[src/sv/icrr_pkg.sv]
// shared constants, codes and control types of the interleaved crossbar arbiter
`timescale 1ns / 1ps
package icrr_pkg;

    localparam int MASTERS    = 8;
    localparam int BANKS      = 8;
    localparam int ID_W       = 3;
    localparam int BANK_W     = 3;
    localparam int ADDR_W     = 32;
    localparam int IB_W       = 5;
    localparam int OP_W       = 2;
    localparam int KIND_W     = 2;
    localparam int PTR_W      = $clog2(MASTERS);
    localparam int BANK_SHIFT = $clog2(BANKS);
    localparam logic [IB_W-1:0] IB_RESET = IB_W'(2);

    localparam logic [OP_W-1:0] OP_NEW     = 2'd0;
    localparam logic [OP_W-1:0] OP_TICK    = 2'd1;
    localparam logic [OP_W-1:0] OP_REISSUE = 2'd2;

    localparam logic [KIND_W-1:0] KIND_DENIED  = 2'd0;
    localparam logic [KIND_W-1:0] KIND_GRANT   = 2'd1;
    localparam logic [KIND_W-1:0] KIND_FORWARD = 2'd2;

    typedef struct packed {
        logic load_in;
        logic emit_single;
        logic grant;
        logic bank_clr;
        logic bank_inc;
    } cmd_t;

    typedef struct packed {
        logic            cur_nonempty;
        logic            later_nonempty;
        logic            out_free;
    } sts_t;

endpackage

[src/sv/icrr_ctrl.sv]
// controller state machine: input handshake and bank scan sequencing
`timescale 1ns / 1ps
module icrr_ctrl (
    input  logic                    clk,
    input  logic                    rst_n,
    input  logic                    in_valid,
    input  logic [icrr_pkg::OP_W-1:0] in_op,
    output logic                    in_ready,
    input  icrr_pkg::sts_t          sts,
    output icrr_pkg::cmd_t          cmd
);
    import icrr_pkg::*;

    localparam logic [1:0] ST_IDLE   = 2'd0;
    localparam logic [1:0] ST_SINGLE = 2'd1;
    localparam logic [1:0] ST_SCAN   = 2'd2;

    logic [1:0] state_reg;
    logic [1:0] state_next;
    logic       accept;

    assign in_ready = (state_reg == ST_IDLE);
    assign accept   = in_valid && in_ready;

    always_comb
    begin
        state_next = state_reg;
        cmd        = '0;
        case (state_reg)
            ST_IDLE:
            begin
                if (accept)
                begin
                    cmd.load_in = 1'b1;
                    if (in_op == OP_TICK)
                    begin
                        cmd.bank_clr = 1'b1;
                        state_next   = ST_SCAN;
                    end
                    else if (in_op == OP_NEW || in_op == OP_REISSUE)
                    begin
                        state_next = ST_SINGLE;
                    end
                end
            end
            ST_SINGLE:
            begin
                if (sts.out_free)
                begin
                    cmd.emit_single = 1'b1;
                    state_next      = ST_IDLE;
                end
            end
            ST_SCAN:
            begin
                if (sts.cur_nonempty)
                begin
                    if (sts.out_free)
                    begin
                        cmd.grant = 1'b1;
                        if (sts.later_nonempty)
                        begin
                            cmd.bank_inc = 1'b1;
                        end
                        else
                        begin
                            state_next = ST_IDLE;
                        end
                    end
                end
                else if (sts.later_nonempty)
                begin
                    cmd.bank_inc = 1'b1;
                end
                else
                begin
                    state_next = ST_IDLE;
                end
            end
            default:
            begin
                state_next = ST_IDLE;
            end
        endcase
    end

    always_ff @(posedge clk or negedge rst_n)
    begin
        if (!rst_n)
        begin
            state_reg <= ST_IDLE;
        end
        else
        begin
            state_reg <= state_next;
        end
    end

    // a tick always enters the scan
    a_tick_scans: assert property (@(posedge clk) disable iff (!rst_n)
        (accept && in_op == OP_TICK) |=> (state_reg == ST_SCAN))
        else $error("tick did not start the bank scan");

    // the grant from the last busy bank ends the scan
    a_last_grant_idle: assert property (@(posedge clk) disable iff (!rst_n)
        (cmd.grant && !sts.later_nonempty) |=> (state_reg == ST_IDLE))
        else $error("scan went on past the last busy bank");

    // nothing is issued while a new beat is being taken
    a_no_cmd_on_accept: assert property (@(posedge clk) disable iff (!rst_n)
        accept |-> (!cmd.grant && !cmd.emit_single))
        else $error("result issued in the accept cycle");

endmodule

[src/sv/icrr_dp.sv]
// datapath: pending bits, round-robin pointers, address decode, result register
`timescale 1ns / 1ps
module icrr_dp (
    input  logic                          clk,
    input  logic                          rst_n,
    input  logic                          cfg_we,
    input  logic [icrr_pkg::IB_W-1:0]     cfg_wdata,
    input  logic [icrr_pkg::OP_W-1:0]     in_op,
    input  logic [icrr_pkg::ID_W-1:0]     in_master_id,
    input  logic [icrr_pkg::ADDR_W-1:0]   in_address,
    input  icrr_pkg::cmd_t                cmd,
    output icrr_pkg::sts_t                sts,
    output logic                          out_valid,
    input  logic                          out_ready,
    output logic [icrr_pkg::KIND_W-1:0]   out_kind,
    output logic [icrr_pkg::BANK_W-1:0]   out_bank_id,
    output logic [icrr_pkg::ID_W-1:0]     out_winner,
    output logic [icrr_pkg::ADDR_W-1:0]   out_bank_addr,
    output logic                          out_still_pending,
    output logic                          out_last
);
    import icrr_pkg::*;

    logic [IB_W-1:0]    ib_reg;
    logic [OP_W-1:0]    op_reg;
    logic [ID_W-1:0]    id_reg;
    logic [ADDR_W-1:0]  addr_reg;
    logic [MASTERS-1:0] pend_reg [BANKS];
    logic [PTR_W-1:0]   ptr_reg [BANKS];
    logic [BANK_W-1:0]  cnt_reg;
    logic               any_reg;

    logic               out_valid_reg;
    logic [KIND_W-1:0]  kind_reg;
    logic [BANK_W-1:0]  bank_reg;
    logic [ID_W-1:0]    winner_reg;
    logic [ADDR_W-1:0]  offset_reg;
    logic               still_reg;
    logic               last_reg;

    logic [BANK_W-1:0]  dec_bank;
    logic [ADDR_W-1:0]  dec_offset;
    logic [ADDR_W-1:0]  low_mask;
    logic [5:0]         upper_shift;
    logic [BANKS-1:0]   nonempty;
    logic [BANKS-1:0]   later_mask;
    logic [MASTERS-1:0] cur_pend;
    logic [MASTERS-1:0] cur_pend_next;
    logic [PTR_W-1:0]   win;
    logic [PTR_W-1:0]   win_ptr_next;
    logic               set_bit;
    logic               out_free;
    logic               any_next;

    // address decode
    assign low_mask    = (ADDR_W'(1) << ib_reg) - ADDR_W'(1);
    assign upper_shift = 6'(BANK_SHIFT) + {1'b0, ib_reg};
    assign dec_bank    = BANK_W'(addr_reg >> ib_reg) & BANK_W'(BANKS - 1);
    assign dec_offset  = ((addr_reg >> upper_shift) << ib_reg) | (addr_reg & low_mask);

    always_comb
    begin
        for (int b = 0; b < BANKS; b++)
        begin
            nonempty[b]   = |pend_reg[b];
            later_mask[b] = (BANK_W'(b) > cnt_reg);
        end
    end

    assign cur_pend = pend_reg[cnt_reg];

    // round-robin pick starting at the bank pointer
    always_comb
    begin
        logic             found;
        logic [PTR_W:0]   sum;
        logic [PTR_W-1:0] idx;
        found = 1'b0;
        win   = '0;
        sum   = '0;
        idx   = '0;
        for (int i = 0; i < MASTERS; i++)
        begin
            sum = {1'b0, ptr_reg[cnt_reg]} + (PTR_W + 1)'(i);
            if (sum >= (PTR_W + 1)'(MASTERS))
            begin
                sum = sum - (PTR_W + 1)'(MASTERS);
            end
            idx = sum[PTR_W-1:0];
            if (!found && cur_pend[idx])
            begin
                found = 1'b1;
                win   = idx;
            end
        end
    end

    assign win_ptr_next  = (win == PTR_W'(MASTERS - 1)) ? '0 : win + PTR_W'(1);
    assign cur_pend_next = cur_pend & ~(MASTERS'(1) << win);
    assign any_next      = any_reg || (|cur_pend_next);
    assign set_bit       = cmd.emit_single && (op_reg == OP_NEW)
                           && (int'(id_reg) < MASTERS);

    assign out_free          = !out_valid_reg || out_ready;
    assign sts.cur_nonempty  = nonempty[cnt_reg];
    assign sts.later_nonempty = |(nonempty & later_mask);
    assign sts.out_free      = out_free;

    // configuration, scan state and arbitration state
    always_ff @(posedge clk or negedge rst_n)
    begin
        if (!rst_n)
        begin
            ib_reg  <= IB_RESET;
            cnt_reg <= '0;
            any_reg <= 1'b0;
            for (int b = 0; b < BANKS; b++)
            begin
                pend_reg[b] <= '0;
                ptr_reg[b]  <= '0;
            end
        end
        else
        begin
            if (cfg_we)
            begin
                ib_reg <= cfg_wdata;
            end
            if (cmd.bank_clr)
            begin
                cnt_reg <= '0;
                any_reg <= 1'b0;
            end
            else if (cmd.bank_inc)
            begin
                cnt_reg <= cnt_reg + BANK_W'(1);
            end
            if (cmd.grant)
            begin
                any_reg <= any_next;
            end
            for (int b = 0; b < BANKS; b++)
            begin
                if (set_bit && dec_bank == BANK_W'(b))
                begin
                    pend_reg[b][id_reg[PTR_W-1:0]] <= 1'b1;
                end
                if (cmd.grant && cnt_reg == BANK_W'(b))
                begin
                    pend_reg[b] <= cur_pend_next;
                    ptr_reg[b]  <= win_ptr_next;
                end
            end
        end
    end

    // latched input beat
    always_ff @(posedge clk or negedge rst_n)
    begin
        if (!rst_n)
        begin
            op_reg <= OP_NEW;
        end
        else if (cmd.load_in)
        begin
            op_reg <= in_op;
        end
    end

    always_ff @(posedge clk)
    begin
        if (cmd.load_in)
        begin
            id_reg   <= in_master_id;
            addr_reg <= in_address;
        end
    end

    // output register
    always_ff @(posedge clk or negedge rst_n)
    begin
        if (!rst_n)
        begin
            out_valid_reg <= 1'b0;
        end
        else if (cmd.emit_single || cmd.grant)
        begin
            out_valid_reg <= 1'b1;
        end
        else if (out_ready)
        begin
            out_valid_reg <= 1'b0;
        end
    end

    always_ff @(posedge clk)
    begin
        if (cmd.emit_single)
        begin
            kind_reg   <= (op_reg == OP_NEW) ? KIND_DENIED : KIND_FORWARD;
            bank_reg   <= dec_bank;
            winner_reg <= id_reg;
            offset_reg <= (op_reg == OP_NEW) ? '0 : dec_offset;
            still_reg  <= 1'b0;
            last_reg   <= 1'b1;
        end
        else if (cmd.grant)
        begin
            kind_reg   <= KIND_GRANT;
            bank_reg   <= cnt_reg;
            winner_reg <= ID_W'(win);
            offset_reg <= '0;
            still_reg  <= !sts.later_nonempty && any_next;
            last_reg   <= !sts.later_nonempty;
        end
    end

    assign out_valid         = out_valid_reg;
    assign out_kind          = kind_reg;
    assign out_bank_id       = bank_reg;
    assign out_winner        = winner_reg;
    assign out_bank_addr     = offset_reg;
    assign out_still_pending = still_reg;
    assign out_last          = last_reg;

    // a result is loaded only into a free output slot
    a_load_free: assert property (@(posedge clk) disable iff (!rst_n)
        (cmd.emit_single || cmd.grant) |-> out_free)
        else $error("result register overwritten");

    // grants only happen on a bank that has requests
    a_grant_busy: assert property (@(posedge clk) disable iff (!rst_n)
        cmd.grant |-> (sts.cur_nonempty && cur_pend[win]))
        else $error("grant on an empty bank");

    // each grant removes exactly one pending request from its bank
    a_grant_clears_one: assert property (@(posedge clk) disable iff (!rst_n)
        cmd.grant |-> ($countones(cur_pend_next) + 1 == $countones(cur_pend)))
        else $error("grant did not clear exactly one request");

endmodule

[src/sv/interleaved_crossbar_rr_arbiter_core.sv]
// top level of the bank-interleaved crossbar round-robin arbiter
`timescale 1ns / 1ps
// Takes one beat at a time. A new request or a re-issued request loads its one result
// beat into the output register from the ST_SINGLE state once the output is free.
// An election tick scans the banks one per cycle from bank 0, holding at a busy bank while
// the result side stalls, stops after the last bank with pending requests, and emits one
// grant beat per busy bank in ascending bank order. The next beat is taken once the
// previous one has loaded its last result, if any, into the output register.
// interleave_bits resets to 2 and may only be written while the block is idle.
module interleaved_crossbar_rr_arbiter_core (
    input  logic                            clk,
    input  logic                            rst_n,
    input  logic                            cfg_we,
    input  logic [icrr_pkg::IB_W-1:0]       cfg_wdata,
    input  logic                            in_valid,
    output logic                            in_ready,
    input  logic [icrr_pkg::OP_W-1:0]       op,
    input  logic [icrr_pkg::ID_W-1:0]       master_id,
    input  logic [icrr_pkg::ADDR_W-1:0]     address,
    output logic                            out_valid,
    input  logic                            out_ready,
    output logic [icrr_pkg::KIND_W-1:0]     kind,
    output logic [icrr_pkg::BANK_W-1:0]     bank_id,
    output logic [icrr_pkg::ID_W-1:0]       winner,
    output logic [icrr_pkg::ADDR_W-1:0]     bank_addr,
    output logic                            still_pending,
    output logic                            last
);
    import icrr_pkg::*;

    cmd_t cmd;
    sts_t sts;

    icrr_ctrl u_ctrl (
        .clk      (clk),
        .rst_n    (rst_n),
        .in_valid (in_valid),
        .in_op    (op),
        .in_ready (in_ready),
        .sts      (sts),
        .cmd      (cmd)
    );

    icrr_dp u_dp (
        .clk               (clk),
        .rst_n             (rst_n),
        .cfg_we            (cfg_we),
        .cfg_wdata         (cfg_wdata),
        .in_op             (op),
        .in_master_id      (master_id),
        .in_address        (address),
        .cmd               (cmd),
        .sts               (sts),
        .out_valid         (out_valid),
        .out_ready         (out_ready),
        .out_kind          (kind),
        .out_bank_id       (bank_id),
        .out_winner        (winner),
        .out_bank_addr     (bank_addr),
        .out_still_pending (still_pending),
        .out_last          (last)
    );

endmodule
[config.mk]
export PLATFORM = sky130hd
export DESIGN_NAME = interleaved_crossbar_rr_arbiter_core
export DESIGN_NICKNAME = d
export VERILOG_FILES = /design/src/sv/icrr_pkg.sv /design/src/sv/icrr_ctrl.sv /design/src/sv/icrr_dp.sv /design/src/sv/interleaved_crossbar_rr_arbiter_core.sv
export SDC_FILE = /design/constraint.sdc
export NUM_CORES = 1
export LEC_CHECK = 0
export BUFFER_PORTS_ARGS = -buffer_cell sky130_fd_sc_hd__clkbuf_2
export CORE_MARGIN = 1
export CORE_UTILIZATION = 30
export CTS_CLUSTER_SIZE = 24
export DETAILED_ROUTE_END_ITERATION = 10
export SETUP_SLACK_MARGIN = 0.2
export SYNTH_ARGS = -nofsm -noshare
export SYNTH_HDL_FRONTEND = slang
export SYNTH_SLANG_ARGS = --single-unit
[constraint.sdc]
create_clock -name clk -period 13.6 [get_ports clk]
set_input_delay 2.72 -clock clk [delete_from_list [all_inputs] [get_ports clk]]
set_output_delay 2.72 -clock clk [all_outputs]
set_load 0.005 [all_outputs]
* After elaboration in Yosys (flattened, before gate mapping) *
Cells that the tools add are included.

word-level totals
  bits in registers = 179
  input port bits = 47
  output and inout port bits = 44
  word-level logic and storage cells = 290

operators by class
  add/sub/neg operators = 19
  order comparisons = 28
  eq/ne operators = 23
  shift-type cells = 5
  mux-type cells = 103
  bitwise gates (word level) = 14
  reductions and logical operators = 68

operators by type and width
  operator                 count
  $mux W8                  18
  $mux W32                 3
  $reduce_or A8 Y1         10
  $mux W3                  25
  $or A8 B8 Y8             8
  $lt A3 B4 Y1 const B     10
  $mux W1                  34
  $and A32 B32 Y32         1
  $ge A4 B4 Y1 const B     8
  $or A32 B32 Y32          1
  $shl A1 B5 Y32 const A   1
  $shl A32 B5 Y32          1
  $shr A32 B5 Y3           1
  $shr A32 B6 Y32          1
  $sub A32 B2 Y32 const B  1
  $bmux W1 S3              9
  $eq A3 B3 Y1 const B     9
  $logic_and A1 B1 Y1      27
  $bmux W8 S3              1
  $reduce_bool A2 Y1       12
  $sub A3 B1 Y3 const B    8
  $mux W2                  10
  $add A3 B3 Y4 const B    4
  $and A8 B8 Y8            2
  other kinds (28)         55

* Longest topological paths before layout *
  word-level depth = 36
  depth in mapped cells = 23
  depth with buffers taken out = 20

* Hierarchy *
Synthesis repeated with hierarchy kept, for this count alone.

second synthesis, totals
  cells, all modules = 1250
  area total of the unflattened synthesis = 12470.7 um2

by module, submodules not included
  module     times used  cells each  area each (um2)  sequential area each (um2)
  icrr_dp    1           1233        12326.8          4795.8
  icrr_ctrl  1           17          143.9            50.0

* Worst setup path after synthesis *
No wires, ideal clock.

  kind = reg2reg
  start = register u_dp.cnt_reg[0]
  end = register u_dp.any_reg
  library setup time = 0.136 ns
  arrival = 4.599 ns
  data required time = 13.464 ns
  path slack = 8.864 ns
  cell stages (with the launch flop) = 22
  buffers on the path = 3
  period minus slack after synthesis = 4.736 ns
  cells stage by stage = dfrtp_1 -> buf_6 -> buf_4 -> mux4_2 -> nand2_1 -> and2_1 -> buf_2 -> ha_1 -> inv_1 -> xnor2_4 -> mux2_1 -> mux4_2 -> nor2_1 -> nand2_1 -> a22oi_1 -> ha_1 -> ha_1 -> a21oi_1 -> a211oi_1 -> nand2_1 -> and4b_4 -> a22oi_2

on the way
  longest elaborated chain between the ends = 36
  elaborated cells on any way between the ends = 94
  those cells by class = add/sub (15); order compare (8); shift (1); mux (50); bitwise (3); reduce/logical (17)

RTL lines
  what                                                                    RTL line        text
  start, declared                                                         icrr_dp.sv:30   logic [BANK_W-1:0] cnt_reg;
  start signal, assigned                                                  icrr_dp.sv:136  cnt_reg <= cnt_reg + BANK_W'(1);
  parallel branches: the longest is 36 deep, another holds $add A3 B1 Y4  n/a
  end signal, assigned                                                    icrr_dp.sv:140  any_reg <= any_next;
  end, declared                                                           icrr_dp.sv:31   logic any_reg;

Several ways; the timed one is not identified. The select of a mux whose other input is x is not followed.
A chain may end at the register's enable or synchronous reset.

* Final worst setup path *
Ends and elaborated chain as after synthesis.

==> qor_table.md <==
| Result | Value |
| --- | --- |
| Cell types occupying the most area after synthesis | sky130_fd_sc_hd__dfrtp_1 (21%), sky130_fd_sc_hd__edfxtp_1 (18%), sky130_fd_sc_hd__mux4_2 (8.8%) |
| Slew of the pin with the lowest slew margin | 1.19 ns |
| CTS clock-pin slew for the worst setup and hold paths | 0.07 ns |
| Number of enable flip-flop cells after synthesis | 75 |
| First-pass GRT wire length | 63.7 mm |
| Worst setup slack for register-to-register paths | 7.87 ns |
| Worst setup path endpoint | u_dp.any_reg |
| CTS Buffer Depth | 2 |
| Number of search-and-repair iterations in the first detailed-routing pass | 7 |
| Data arrival time of the critical path | 6.04 ns |
| Worst-case clock skew | 0.0130 ns |
| Type of the worst setup path | reg2reg |
| Min-delay worst type | reg2reg |
| Initial detailed-routing violation count | 1173 |
| Number of global-route vias before repair | 10.5k |
| Result of the run | finished, final reports clean |
| Area growth from synthesis to layout | 12.2% |
| Power per cell area | 294 nW/µm² |
| Max Cap Viol | 0 |
| Area of combinational cells with multiple inputs | 6890 µm² |
| CP Data Required Time | 13.91 ns |
| H-Tree Level Count | 4 |
| Count leader, synth | sky130_fd_sc_hd__nand2_1 |
| Placed instance area | 13100 µm² |
| Number of vias per cell after detailed routing | 5.87 |
| IO Count | 91 |
| Per-instance average area after synthesis | 9.42 µm² |
| Total design power | 4.03 mW |
| Clock sink count | 179 |
| Total Neg Setup Slack | 0 ns |
| Maximum clock frequency | 0.175 GHz |
| Fraction of the yosys area taken by sequential cells | 39.6% |
| Placed wire-length estimate after detailed placement | 29.5 mm |
| Max Fanout on Critical Path | 32 |
| Post-Syn Nets | 1358 |
| GRT overflow | 0 |
| VDD IR-drop max | 0.301 mV |
| Final count of hold timing violations | 0 |
| Worst r2r src | u_dp.cnt_reg[0] |
| Fin area | 13700 µm² |
| Cell type contributing the most total cell area after synthesis | sky130_fd_sc_hd__dfrtp_1 |
| # setup viols final | 0 |
| Largest register FFs | 64 |
| Period Utilization, post-route | 42.1% |
| Largest net degree at the start of global routing | 71 |
| Count of pins over their slew limit | 0 |
| Area enclosed by the die boundary | 41600 µm² |
| Global-route usage over all layers | 20.0% |
| Die width | 204 µm |
| Cts-stage hold buffer count | 0 |
| Placeable core area | 40000 µm² |
| Crit end category | register |
| Synth top area share | 20.7% |
| Share of flip-flops with an asynchronous set or reset after synthesis | 57.0% |
| Die height | 204 µm |
| Post-synthesis cell area | 12200 µm² |
| Final Instance Count excl. Fillers | 1868 |
| Postcts setup bufs | 0 |
| Vias after detailed routing | 11.0k |
| Setup crit start kind | register |
| Cell at the root of the clock tree | sky130_fd_sc_hd__clkbuf_16 |
| Count of cells resized by post-cts repair | 0 |
| Post-Synthesis Cells | 1299 |
| TritonCTS clock tree | built |
| Standby leakage power | 5.32 nW |
| Setup repair after global routing missed its margin | false |
| # DRC | 0 |
| Clock latency on the worst-skew pair | 0.46 ns |
| Final weighted congestion in routability-driven placement | 0.942 |
| Number of buffers created by CTS | 17 |
| Number of nets in the layout | 1388 |
| Placed cells | 1835 |
| Number of register bits inferred by synthesis | 179 |
| Floorplan row count | 73 |
| Worst reg2reg path depth | 19 |
| Detailed-route wire length per cell | 21.9 µm |
| Tightest slew margin relative to the limit | 20.5% |
| Number of antenna violations at the first check in global routing | 2 |
| Endpoint of the most critical register-to-register path | u_dp.any_reg |
| CP startpoint | u_dp.cnt_reg[0] |
| Total Routed Length | 41.0 mm |
| Count of antenna-violating nets left after detailed routing | 0 |
| Number of fill cells in the layout | 4100 |
| Synth Flop Type | sky130_fd_sc_hd__dfrtp_1 |
| Time the worst path needs with I/O delays and setup | 5.73 ns |
| Count of different cell masters after synthesis | 78 |
| Yosys warns | 0 |
| Area taken by flip-flops and latches | 4850 µm² |
| Layout cell share with drive strength beyond 1 | 19.1% |
| PortBufs | 90 |
| Leading cell types by count after synthesis | sky130_fd_sc_hd__nand2_1 (155), sky130_fd_sc_hd__a21oi_1 (150), sky130_fd_sc_hd__nor2_1 (121), sky130_fd_sc_hd__dfrtp_1 (101) |
| Initial core utilization | 30.6% |
==> cells by family after synthesis <==
group | share of synthesized area, %
and+or+nand+nor | 15.3
AOI/OAI and AO/OA | 20.6
DFF | 39.6
muxes | 18.5
buffers and inverters | 4.21
adders and majority gates | 1.23
xor gates and xnor gates | 0.512
other | 0.0307
==> where the power goes <==
part | switching, mW | internal (mW) | leakage [nW] | total [mW]
sequential | 0.171 | 0.803 | 1.91 | 0.974
combinational | 1.66 | 0.888 | 3.11 | 2.55
clock | 0.224 | 0.287 | 0.293 | 0.511
total | 2.05 | 1.98 | 5.32 | 4.03
==> layout by cell type, fill, tap and decap left out, types with 19 or more instances in the layout <==
| cell | synthesis | final |
|---|---|---|
| sky130_fd_sc_hd__o21ai_0 | 68 | 68 |
| sky130_fd_sc_hd__mux2i_1 | 75 | 75 |
| sky130_fd_sc_hd__mux4_2 | 48 | 48 |
| sky130_fd_sc_hd__and2_1 | 20 | 19 |
| sky130_fd_sc_hd__clkbuf_2 | 0 | 89 |
| sky130_fd_sc_hd__a21oi_1 | 150 | 150 |
| sky130_fd_sc_hd__nand2_1 | 155 | 154 |
| sky130_fd_sc_hd__mux2_2 | 35 | 35 |
| sky130_fd_sc_hd__dfrtp_1 | 101 | 97 |
| sky130_fd_sc_hd__nor2_1 | 121 | 121 |
| sky130_fd_sc_hd__a211oi_1 | 56 | 56 |
| sky130_fd_sc_hd__inv_1 | 26 | 26 |
| sky130_fd_sc_hd__nor3_1 | 23 | 20 |
| sky130_fd_sc_hd__buf_4 | 1 | 21 |
| sky130_fd_sc_hd__edfxtp_1 | 75 | 75 |
==> per-stage QoR <==
stage                     setup WS (ns)  hold WS, ns  util, %
after global placement             8.19        0.461     32.8
after floorplan                    8.86        0.439        -
final                              7.87        0.477     34.3
after global routing               7.42        0.504     34.3
after detailed placement           7.93        0.469     32.8
after CTS                          7.89        0.479     34.3
==> per-layer routing <==
layer,vias to the layer above,global-route usage (%),share of wire [%]
li1,4917,-,-
met4,2,8.16,3.3
met2,572,29.7,44
met5,-,0,0.029
met3,90,3.16,8.3
met1,5383,28.8,45
==> critical path, cell delays in order (launching register included) <==
cell                       delay [ns]
sky130_fd_sc_hd__dfrtp_1         0.41
sky130_fd_sc_hd__buf_4           0.44
sky130_fd_sc_hd__mux4_2          0.57
sky130_fd_sc_hd__nand2_1         0.08
sky130_fd_sc_hd__and2_1          0.36
sky130_fd_sc_hd__ha_1            0.29
sky130_fd_sc_hd__inv_1           0.15
sky130_fd_sc_hd__xnor2_4         0.35
sky130_fd_sc_hd__mux2i_1         0.28
sky130_fd_sc_hd__a22oi_1         0.17
sky130_fd_sc_hd__nor4_1          0.48
sky130_fd_sc_hd__a221oi_1        0.18
sky130_fd_sc_hd__a22oi_1         0.40
sky130_fd_sc_hd__ha_1            0.31
sky130_fd_sc_hd__ha_1            0.17
sky130_fd_sc_hd__a21oi_1         0.14
sky130_fd_sc_hd__a211oi_1        0.29
sky130_fd_sc_hd__nand2_1         0.09
sky130_fd_sc_hd__and4b_4         0.34
sky130_fd_sc_hd__a22oi_2         0.08
==> how the worst min path moves through the flow <==
stage	start	end	slack (ns)	cells past startpoint
2_1_floorplan	u_ctrl.state_reg[1]	u_ctrl.state_reg[0]	0.44	1
3_3_place_gp	u_ctrl.state_reg[1]	u_ctrl.state_reg[0]	0.46	1
3_5_place_dp	u_dp.ptr_reg[20]	u_dp.ptr_reg[20]	0.47	2
4_1_cts	u_ctrl.state_reg[1]	u_ctrl.state_reg[0]	0.48	1
5_1_grt	u_ctrl.state_reg[1]	u_ctrl.state_reg[0]	0.50	1
6_report	u_ctrl.state_reg[1]	u_ctrl.state_reg[0]	0.48	1
==> area by class of cell <==
cell class	count	area share, %
Clock buffer	20	3.41
Clock inverter	12	0.930
Sequential cell	179	35.4
Timing Repair Buffer	110	4.40
Tap cell	525	4.79
Antenna cell	1	0.0182
Multi-Input combinational cell	989	50.2
Inverter	32	0.876
No activity file was read; power rests on OpenSTA's default activity.
